## config.mk

```make
export PLATFORM = sky130hd
export DESIGN_NAME = sos_rem
export DESIGN_NICKNAME = d
export VERILOG_FILES = /design/src/sos_pkg.sv /design/src/sos_rem.sv
export SDC_FILE = /design/constraint.sdc
export NUM_CORES = 1
export LEC_CHECK = 0
export BUFFER_PORTS_ARGS = -buffer_cell sky130_fd_sc_hd__buf_4
export CAP_MARGIN = 30
export CORE_AREA = 2 2 105 107
export CTS_BUF_LIST = sky130_fd_sc_hd__clkbuf_4 sky130_fd_sc_hd__clkbuf_8 sky130_fd_sc_hd__clkbuf_16
export DETAILED_ROUTE_END_ITERATION = 16
export DIE_AREA = 0 0 107 109
export PLACE_DENSITY_LB_ADDON = 0.08
export REMOVE_ABC_BUFFERS = 1
export SLEW_MARGIN = 20
export SYNTH_ARGS = -nofsm -noshare
export SYNTH_HDL_FRONTEND = slang
export SYNTH_SLANG_ARGS = --single-unit
```

## constraint.sdc

```tcl
create_clock -name clk_i -period 2.8 [get_ports clk_i]
set_clock_uncertainty 0.2 [all_clocks]
set_input_delay 0.14 -clock clk_i [delete_from_list [all_inputs] [get_ports clk_i]]
set_output_delay 0.14 -clock clk_i [all_outputs]
set_load 0.01 [all_outputs]
```

## src/sos_pkg.sv

```systemverilog
// Shared codes, widths and reset values for the segmented odd-only sieve.
package sos_pkg;

  localparam int VAL_W  = 40;
  localparam int Q_W    = 20;
  localparam int ACT_W  = 2;
  localparam int STAT_W = 2;
  localparam int WORD_W = 64;

  localparam logic [ACT_W-1:0] ACT_CLEAR  = 2'd0;
  localparam logic [ACT_W-1:0] ACT_STRIKE = 2'd1;
  localparam logic [ACT_W-1:0] ACT_FETCH  = 2'd2;

  localparam logic [STAT_W-1:0] STAT_DONE    = 2'd0;
  localparam logic [STAT_W-1:0] STAT_FOUND   = 2'd1;
  localparam logic [STAT_W-1:0] STAT_EXHAUST = 2'd2;

  localparam logic CFG_BASE = 1'b0;
  localparam logic CFG_LAST = 1'b1;

  localparam logic [VAL_W-1:0] BASE_RST = 40'd3;
  localparam logic [VAL_W-1:0] LAST_RST = 40'd4194306;

endpackage

```

## src/sos_rem.sv

```systemverilog
// Iterative restoring remainder unit: 40-bit value modulo 20-bit prime, one bit a cycle.
module sos_rem import sos_pkg::*; (
  input  logic             clk_i,
  input  logic             rst_ni,
  input  logic             start_i,
  input  logic [VAL_W-1:0] dividend_i,
  input  logic [Q_W-1:0]   divisor_i,
  output logic             done_o,
  output logic [Q_W-1:0]   rem_o
);

  localparam int CNT_W = $clog2(VAL_W + 1);

  logic             busy_q, busy_d;
  logic             done_q, done_d;
  logic [CNT_W-1:0] cnt_q, cnt_d;
  logic [VAL_W-1:0] dvd_q, dvd_d;
  logic [Q_W-1:0]   dvs_q, dvs_d;
  logic [Q_W-1:0]   r_q, r_d;
  logic [Q_W:0]     trial;

  always_comb begin
    busy_d = busy_q;
    done_d = 1'b0;
    cnt_d  = cnt_q;
    dvd_d  = dvd_q;
    dvs_d  = dvs_q;
    r_d    = r_q;
    trial  = {r_q, dvd_q[VAL_W-1]};
    if (start_i) begin
      busy_d = 1'b1;
      cnt_d  = CNT_W'(VAL_W);
      dvd_d  = dividend_i;
      dvs_d  = divisor_i;
      r_d    = '0;
    end else if (busy_q) begin
      if (trial >= {1'b0, dvs_q}) begin
        r_d = Q_W'(trial - {1'b0, dvs_q});
      end else begin
        r_d = trial[Q_W-1:0];
      end
      dvd_d = {dvd_q[VAL_W-2:0], 1'b0};
      cnt_d = cnt_q - CNT_W'(1);
      if (cnt_q == CNT_W'(1)) begin
        busy_d = 1'b0;
        done_d = 1'b1;
      end
    end
  end

  always_ff @(posedge clk_i or negedge rst_ni) begin
    if (!rst_ni) begin
      busy_q <= 1'b0;
      done_q <= 1'b0;
      cnt_q  <= '0;
    end else begin
      busy_q <= busy_d;
      done_q <= done_d;
      cnt_q  <= cnt_d;
    end
  end

  always_ff @(posedge clk_i) begin
    dvd_q <= dvd_d;
    dvs_q <= dvs_d;
    r_q   <= r_d;
  end

  assign done_o = done_q;
  assign rem_o  = r_q;

endmodule

```

# ---- Word-level counts from Yosys, hierarchy flattened
# Cells that the tools add are included.
dict set report word_totals {
  word_cells 22
  latchBits 0
  romBits 0
  ram_bits 0
  output_inout_bits 21
  ff_bits 88
  memories 0
  inputBits 63
}
dict set report classes {
  n_addsub 2
  div_mod_pow 0
  reduce_logical 1
  shift 0
  n_bitwise 0
  n_mul 0
  eq_ne 1
  order_cmp 1
  mux 11
}
# op n
set op_table {}
lappend op_table {{$mux W40} 2}
lappend op_table {{$ge A21 B20 Y1} 1}
lappend op_table {{$mux W20} 1}
lappend op_table {{$sub A20 B20 Y20} 1}
lappend op_table {{$mux W6} 2}
lappend op_table {{$eq A6 B1 Y1 const B} 1}
lappend op_table {{$mux W1} 6}
lappend op_table {{$sub A6 B1 Y6 const B} 1}
lappend op_table {{$reduce_bool A2 Y1} 1}

# ---- Logic depth before layout (Yosys ltp)
# Gate-level depths: netlist (run 1).
dict set report depth {
  ltp_word 4
  mapped_depth 11
  depth_no_buf 11
}

# ---- Worst setup path after synthesis (run 1)
# No wires, ideal clock.
dict set report synth_path {
  path_type {reg2reg}
  startpoint {register dvd_q[39]}
  endpoint {register r_q[18] (netlist: rem_o[18])}
  period_less_slack_ns 2.760
  path_stages_with_launch 12
  setup_ns 0.127
  t_arrival_ns 2.432
  slack_ns 0.040
  path_cell_list {edfxtp_1 inv_1 ha_1 inv_1 fa_1 a21oi_1 o21ai_0 a311o_1 a31oi_1 mux2_2 nand4_1 o211ai_1}
}
dict set report synth_between {
  elab_chain_cells 2
}
# item line_no
set synth_rtl {}
lappend synth_rtl {{from (decl)} sos_rem.sv:17} ;# logic [VAL_W-1:0] dvd_q, dvd_d;
lappend synth_rtl {{from (signal assigned)} sos_rem.sv:64} ;# dvd_q <= dvd_d;
lappend synth_rtl {{$sub A20 B20 Y20 or $ge A21 B20 Y1 (tied branches)} {sos_rem.sv:38, sos_rem.sv:37}}
lappend synth_rtl {{$mux W20 (*)} sos_rem.sv:37} ;# if (trial >= {1'b0, dvs_q}) begin
lappend synth_rtl {{to (signal assigned)} sos_rem.sv:66} ;# r_q <= r_d;
lappend synth_rtl {{to (decl)} sos_rem.sv:19} ;# logic [Q_W-1:0] r_q, r_d;
# Every way passes the cells marked *; elsewhere a longest branch is shown, timed or not.
# A chain may end at the register's enable or synchronous reset.

# ---- Worst setup path after layout (run 1)
# Same ends and word-level chain as after synthesis.

==> results of run 1 <==
report_power, final:
part | internal (mW) | total, mW | switching, mW
registers | 1.50 | 1.55 | 0.0428
logic | 0.291 | 0.496 | 0.205
clock network | 0.458 | 0.919 | 0.461
total | 2.25 | 2.96 | 0.708
synthesized netlist by cell type (all sizes together), types with 4 or more instances:
cell type  number  share of area [%]
edfxtp         60                 39
dfxtp          20                8.6
dfrtp           8                4.3
a211o           4               0.75
nand2b          7               0.94
mux2i          13                2.8
xnor2           9                1.7
nand4           4               0.54
o21ai          17                1.8
nand2          37                3.0
ha             22                5.9
inv            27                2.2
clkbuf          9               0.72
a211oi          7                1.1
o221ai          4               0.75
mux2           40                9.6
xor2           10                1.9
buf             9                1.0
nor2           22                1.8
nand3           8               0.86
and2            5               0.67
a21o            9                1.4
a21oi          22                2.6
worst max-delay path, cell delays in order, from the launching register on:
cell      delay [ns]
edfxtp_1        0.39
inv_2           0.07
ha_2            0.17
inv_1           0.06
fa_2            0.39
a21oi_4         0.15
o21ai_2         0.09
a311o_1         0.36
a31oi_2         0.22
mux2_2          0.35
nand4_1         0.09
o211ai_1        0.08
cell type report:
type                       count  area (sq um)
timing repair buffer         184          1560
sequential                    88          2400
clock inverter                 4          53.8
fill                         859          4020
multi-input combinational    276          2140
tap                          140           175
clock buffer                  12           153
inverter                      27           101
through the flow:
stage          hold slack (ns)  setup TNS, ns  power, mW
4_1_cts                 0.0466              0       3.00
6_report                0.0660              0       2.96
2_1_floorplan           -0.356              0       1.80
5_1_grt                 0.0649        -0.0466       3.11
3_3_place_gp            -0.238        -0.0590       1.98
3_5_place_dp            -0.236         -0.310       1.99
state kept, by name (all words and copies together) (netlist names):
| signal | count |
|---|---|
| busy_q | 1 |
| cnt_q | 6 |
| done_o | 1 |
| dvd_q | 40 |
| dvs_q | 20 |
| rem_o | 20 |
timing repair:
action	4_1_cts	5_1_grt
setup endpoints to repair	3	12
resized for setup	5	12
endpoints found under the hold margin	68	0
hold buffers	62	0
buffers inserted	0	1
cloned	0	0
pin swaps	1	7
worst paths after layout:
path / slack, ns / startpoint / end
worst max-delay path: 0.07 / dvd_q[39] / rem_o[18]
worst min-delay path: 0.07 / start_i / cnt_q[4]
worst max register to register: 0.07 / dvd_q[39] / rem_o[18]
worst min register to register: 0.30 / rem_o[14] / rem_o[14]
max in group asynchronous: 1.62 / rst_ni / cnt_q[0]
min in group asynchronous: 0.52 / rst_ni / cnt_q[4]
cells by family (layout without fill, tap and decap cells):
| group | Yosys count | in the layout |
|---|---|---|
| flip-flops | 88 | 88 |
| multiplexers | 53 | 53 |
| adder cells (fa/ha/maj) | 23 | 23 |
| AND/OR/NAND/NOR | 99 | 99 |
| XOR/XNOR | 19 | 19 |
| AO/OA/AOI/OAI | 82 | 82 |
| buffers and inverters | 45 | 227 |
layer usage:
metal	vias to the layer above	global-route usage, %	part of all wire (%)
met5	-	0	0
met4	0	5.38	1.1
met3	10	6.28	4.8
met2	81	33.3	50
met1	1762	23.5	44
li1	1843	-	-
==> metrics.cfg, run 1 <==
[routing]
drt-initial-drc-count=142
num_vias=3696
wl_per_cell_um=14.5
drtAntennaViolNets=0
drt-vias-per-instance=5.06
drc=0
routed_wirelength_um=10600
firstDrtPassIters=4

[timing]
max_slew.worst_pin.slew_ns=0.597
setup_viol=0
relSlewSlack_pct=60.2
fin_crit_sh_pct=97.4
slew_violations=0
fmax_ghz=0.367
rsz0062_at_grt=true
worst_slack_ns=0.0734
hold_viol=0
period_minus_slack_ns=2.73

[yosys]
yosys_warnings=0
syn_inst=409
syn_area_sq_um=4670
synth_edf_count=60
synth_mux_area_share_pct=12.4
synthArstFlopShare_pct=9.09
synth_xor_area_share_pct=3.56
yosys.area_share.simple_pct=10.1
ys_types=53
ys_seq_area_share_pct=51.4
syn_area_per_cell_sq_um=11.4
synth_compound_area_share_pct=12.3
synthAdderAreaFrac_pct=6.32
synthFlopType=edfxtp_1
synth_top_family_by_area=multiplexers
ys_ff_latch=88

[cells_and_area]
antennaDiodeCount=0
utilization_pct=62.1
final_cell_mix=buf_4, dlygate4sd3_1, edfxtp_1
final_common_cell=buf_4
final_cells=731
area_growth_pct=40.8
design_area_sq_um=6580
drive_gt1_share_pct=33.2
finalNetCount=672

[floorplanning]
die_y_um=109
die_area_sq_um=11700
design.core.area_sq_um=10600
rows=38
boundaryPins=84
start_util_pct=44.1
die_w_um=107

[cts]
cts_buffers=9
clockBufferDepth=2
clk_latency_ns=0.38
htree_levels=3
path_clk_slew_ns=0.09
root_buffer=clkbuf_8
clkSinkCount=88
cts_tree=done

[setup_path]
reg2reg_depth=11
crit_path_start_kind=flip-flop
endpoint_kind=flip-flop
crit_type=flip-flop to flip-flop
crit_required_ns=2.87
crit_fanout=3
crit_arrival_ns=2.80

[placed_design]
place_hpwl_um=7260
io_buffers=83
dp_cells=652
post_dp_cell_area_sq_um=5690
finalWeightedCongestion=0.902
post-place-ws_ns=-0.158

[run_status]
outcome=completed

[worst_hold_path]
hold_class=input port to flip-flop
hold_depth=2

[global_route]
grt_use_total_pct=19.4
first_global_vias=3728
antenna_found_initial=0
grt_pass1_wl_um=17400
grt_max_degree=50
gr-total-overflow=0

[power]
p_leak_nw=2.82
p_per_area_nw_per_um2=450
max-vdd-ir-drop_v=0.000412

[flow_run]
drv_cap=0

Note: power is estimated with default switching activity, not from simulation.
==> run 2: changes to the inputs <==
Settings changed: CORE_AREA 2 2 105 107 to 2 2 140 142, DIE_AREA 0 0 107 109 to 0 0 142 144, PLACE_DENSITY_LB_ADDON 0.08 to not set.
==> run 2 against run 1 <==
Power is 17% higher. Register-to-register slack improved by 0.02 ns. Global-route usage decreased by 7.5 points. Non-clock buffer count decreased by 10. Clock-buffer cell count fell by 3. Largest power group unchanged.
==> metrics.cfg, run 2 (synthesized netlist as in run 1, its figures left out) <==
[floorplanning]
die_area_sq_um=20400  ; +75%
start_util_pct=24.5  ; -20 points
die_w_um=142  ; +33%
design.core.area_sq_um=19100  ; +80%
die_y_um=144  ; +32%
boundaryPins=84  ; unchanged
rows=51  ; +34%

[setup_path]
crit_arrival_ns=2.74  ; -0.06 ns
endpoint_kind=flip-flop
crit_fanout=3  ; unchanged
crit_path_start_kind=flip-flop
crit_type=flip-flop to flip-flop
crit_required_ns=2.83  ; -0.04 ns

[cts]
clockBufferDepth=2  ; unchanged
htree_levels=3  ; unchanged
cts_buffers=9  ; unchanged
root_buffer=clkbuf_16
clk_latency_ns=0.35  ; -0.03 ns
cts_tree=done
path_clk_slew_ns=0.07  ; -0.02 ns
clkSinkCount=88  ; unchanged

[global_route]
gr-total-overflow=0  ; unchanged
grt_use_met1_pct=13.1  ; -10 points
grt_use_met3_pct=4.17  ; -2.1 points
grt_pass1_wl_um=19000  ; +9.0%
first_global_vias=3912  ; +4.9%
grt_use_total_pct=11.9  ; -7.5 points
antenna_found_initial=0  ; unchanged
grt_max_degree=54  ; +8.0%
use_met2_pct=22.0  ; -11 points
grt-busiest-layer=met2

[routing]
drt-initial-drc-count=102  ; -28%
drc=0  ; unchanged
num_vias=3721  ; +0.68%
drtAntennaViolNets=0  ; unchanged
wl_per_cell_um=14.7  ; +0.97%
drt-vias-per-instance=4.54  ; -10%
routed_wirelength_um=12000  ; +13%
firstDrtPassIters=4  ; unchanged

[cells_and_area]
largest_reg_flops=40  ; unchanged
area_growth_pct=46.0
final_common_cell=buf_4
top_register=dvd_q
nFillCells=1852  ; +120%
antennaDiodeCount=0  ; unchanged
final_cell_mix=buf_4, dlygate4sd3_1, edfxtp_1
regArea_sq_um=2400  ; unchanged
design_area_sq_um=6820  ; +3.7%
finalNetCount=662  ; -1.5%
multiInputGateArea_sq_um=2160  ; +1.1%
utilization_pct=35.8  ; -26 points
drive_gt1_share_pct=32.4  ; -0.81 points

[timing]
fin_crit_sh_pct=96.6  ; -0.82 points
fmax_ghz=0.370  ; +0.85%
period_minus_slack_ns=2.70  ; -0.0230 ns
slew_violations=0  ; unchanged
hold_viol=0  ; unchanged
relSlewSlack_pct=54.8  ; -5.4 points
setup_viol=0  ; unchanged
max_slew.worst_pin.slew_ns=0.678  ; +0.0808 ns

[power]
max-vdd-ir-drop_v=0.000282  ; -32%
p_per_area_nw_per_um2=509  ; +13%
p_leak_nw=2.85  ; +1.2%

[worst_hold_path]
hold_class=input port to flip-flop

[run_status]
outcome=completed

[placed_design]
finalWeightedCongestion=0.883  ; -2.1%
place_hpwl_um=8100  ; +12%
post_dp_cell_area_sq_um=5710  ; +0.31%
io_buffers=83  ; unchanged

[flow_run]
drv_cap=0  ; unchanged

==> run 2: cell count changes in the layout (fill, tap and decap cells not counted), sizes merged <==
| cell | change |
|---|---|
| buf | -12 |
| clkinv | +1 |
| clkinvlp | -2 |
| clkbuf | -1 |
| bufinv | +2 |
| inv | +2 |
==> run 2: layout make-up <==
type | instances | area share [%]
clock buffer | 9 | 3.30
clock inverter | 7 | 1.83
inverter | 27 | 1.49
multi-input combinational | 276 | 31.7
sequential | 88 | 35.2
tap | 238 | 4.36
timing repair buffer | 174 | 22.1
==> run 2: power breakdown <==
part / total [mW] / internal [mW] / switching [mW] / leakage (nW)
Clock: 1.43 / 0.882 / 0.545 / 0.171
Sequential: 1.55 / 1.50 / 0.0449 / 0.877
Combinational: 0.499 / 0.286 / 0.213 / 1.81
Total: 3.48 / 2.67 / 0.803 / 2.85
==> run 2: stage by stage <==
step	setup TNS (ns)	hold WS, ns	cells	power, mW	worst slack (ns)
global route	-0.0228	0.159	819	3.63	-0.0196
global placement	-0.0598	-0.241	736	1.97	-0.0598
detailed placement	-0.118	-0.239	736	1.98	-0.103
floorplan	0	-0.356	391	1.80	0.0168
finish	0	0.131	819	3.48	0.0964
CTS	0	0.136	814	3.51	0.0258
==> run 2: layer usage <==
| layer | part of all wire (%) | up-vias |
|---|---|---|
| met4 | 1.3 | 0 |
| met5 | 0 | - |
| li1 | - | 1833 |
| met1 | 42 | 1790 |
| met2 | 52 | 83 |
| met3 | 4.9 | 15 |
==> run 2: timing repair <==
action,CTS,global route
pin swaps,1,9
buffers inserted,0,4
endpoints found under the hold margin,68,0
gates cloned,0,2
resized for setup,3,14
hold buffers,62,0
endpoints found under the setup margin,3,7
==> run 2: final timing paths <==
check	from	end	slack, ns	cells after the start
min in group asynchronous	rst_ni	busy_q	0.56	3
hold / removal	start_i	cnt_q[0]	0.13	2
setup / recovery	dvd_q[39]	rem_o[18]	0.1	11
hold reg to reg	rem_o[4]	rem_o[4]	0.31	2
max in group asynchronous	rst_ni	cnt_q[0]	1.58	3
setup reg to reg	dvd_q[39]	rem_o[18]	0.1	11
==> run 2: worst max-delay path, stage by stage (launching register included) <==
cell and delay [ns]:
edfxtp_1 0.38, inv_2 0.09, ha_4 0.13, inv_2 0.03, fa_2 0.36, a21oi_2 0.18
o21ai_2 0.10, a311o_1 0.39, a31oi_4 0.22, mux2_4 0.32, nand4_1 0.08, o211ai_1 0.09
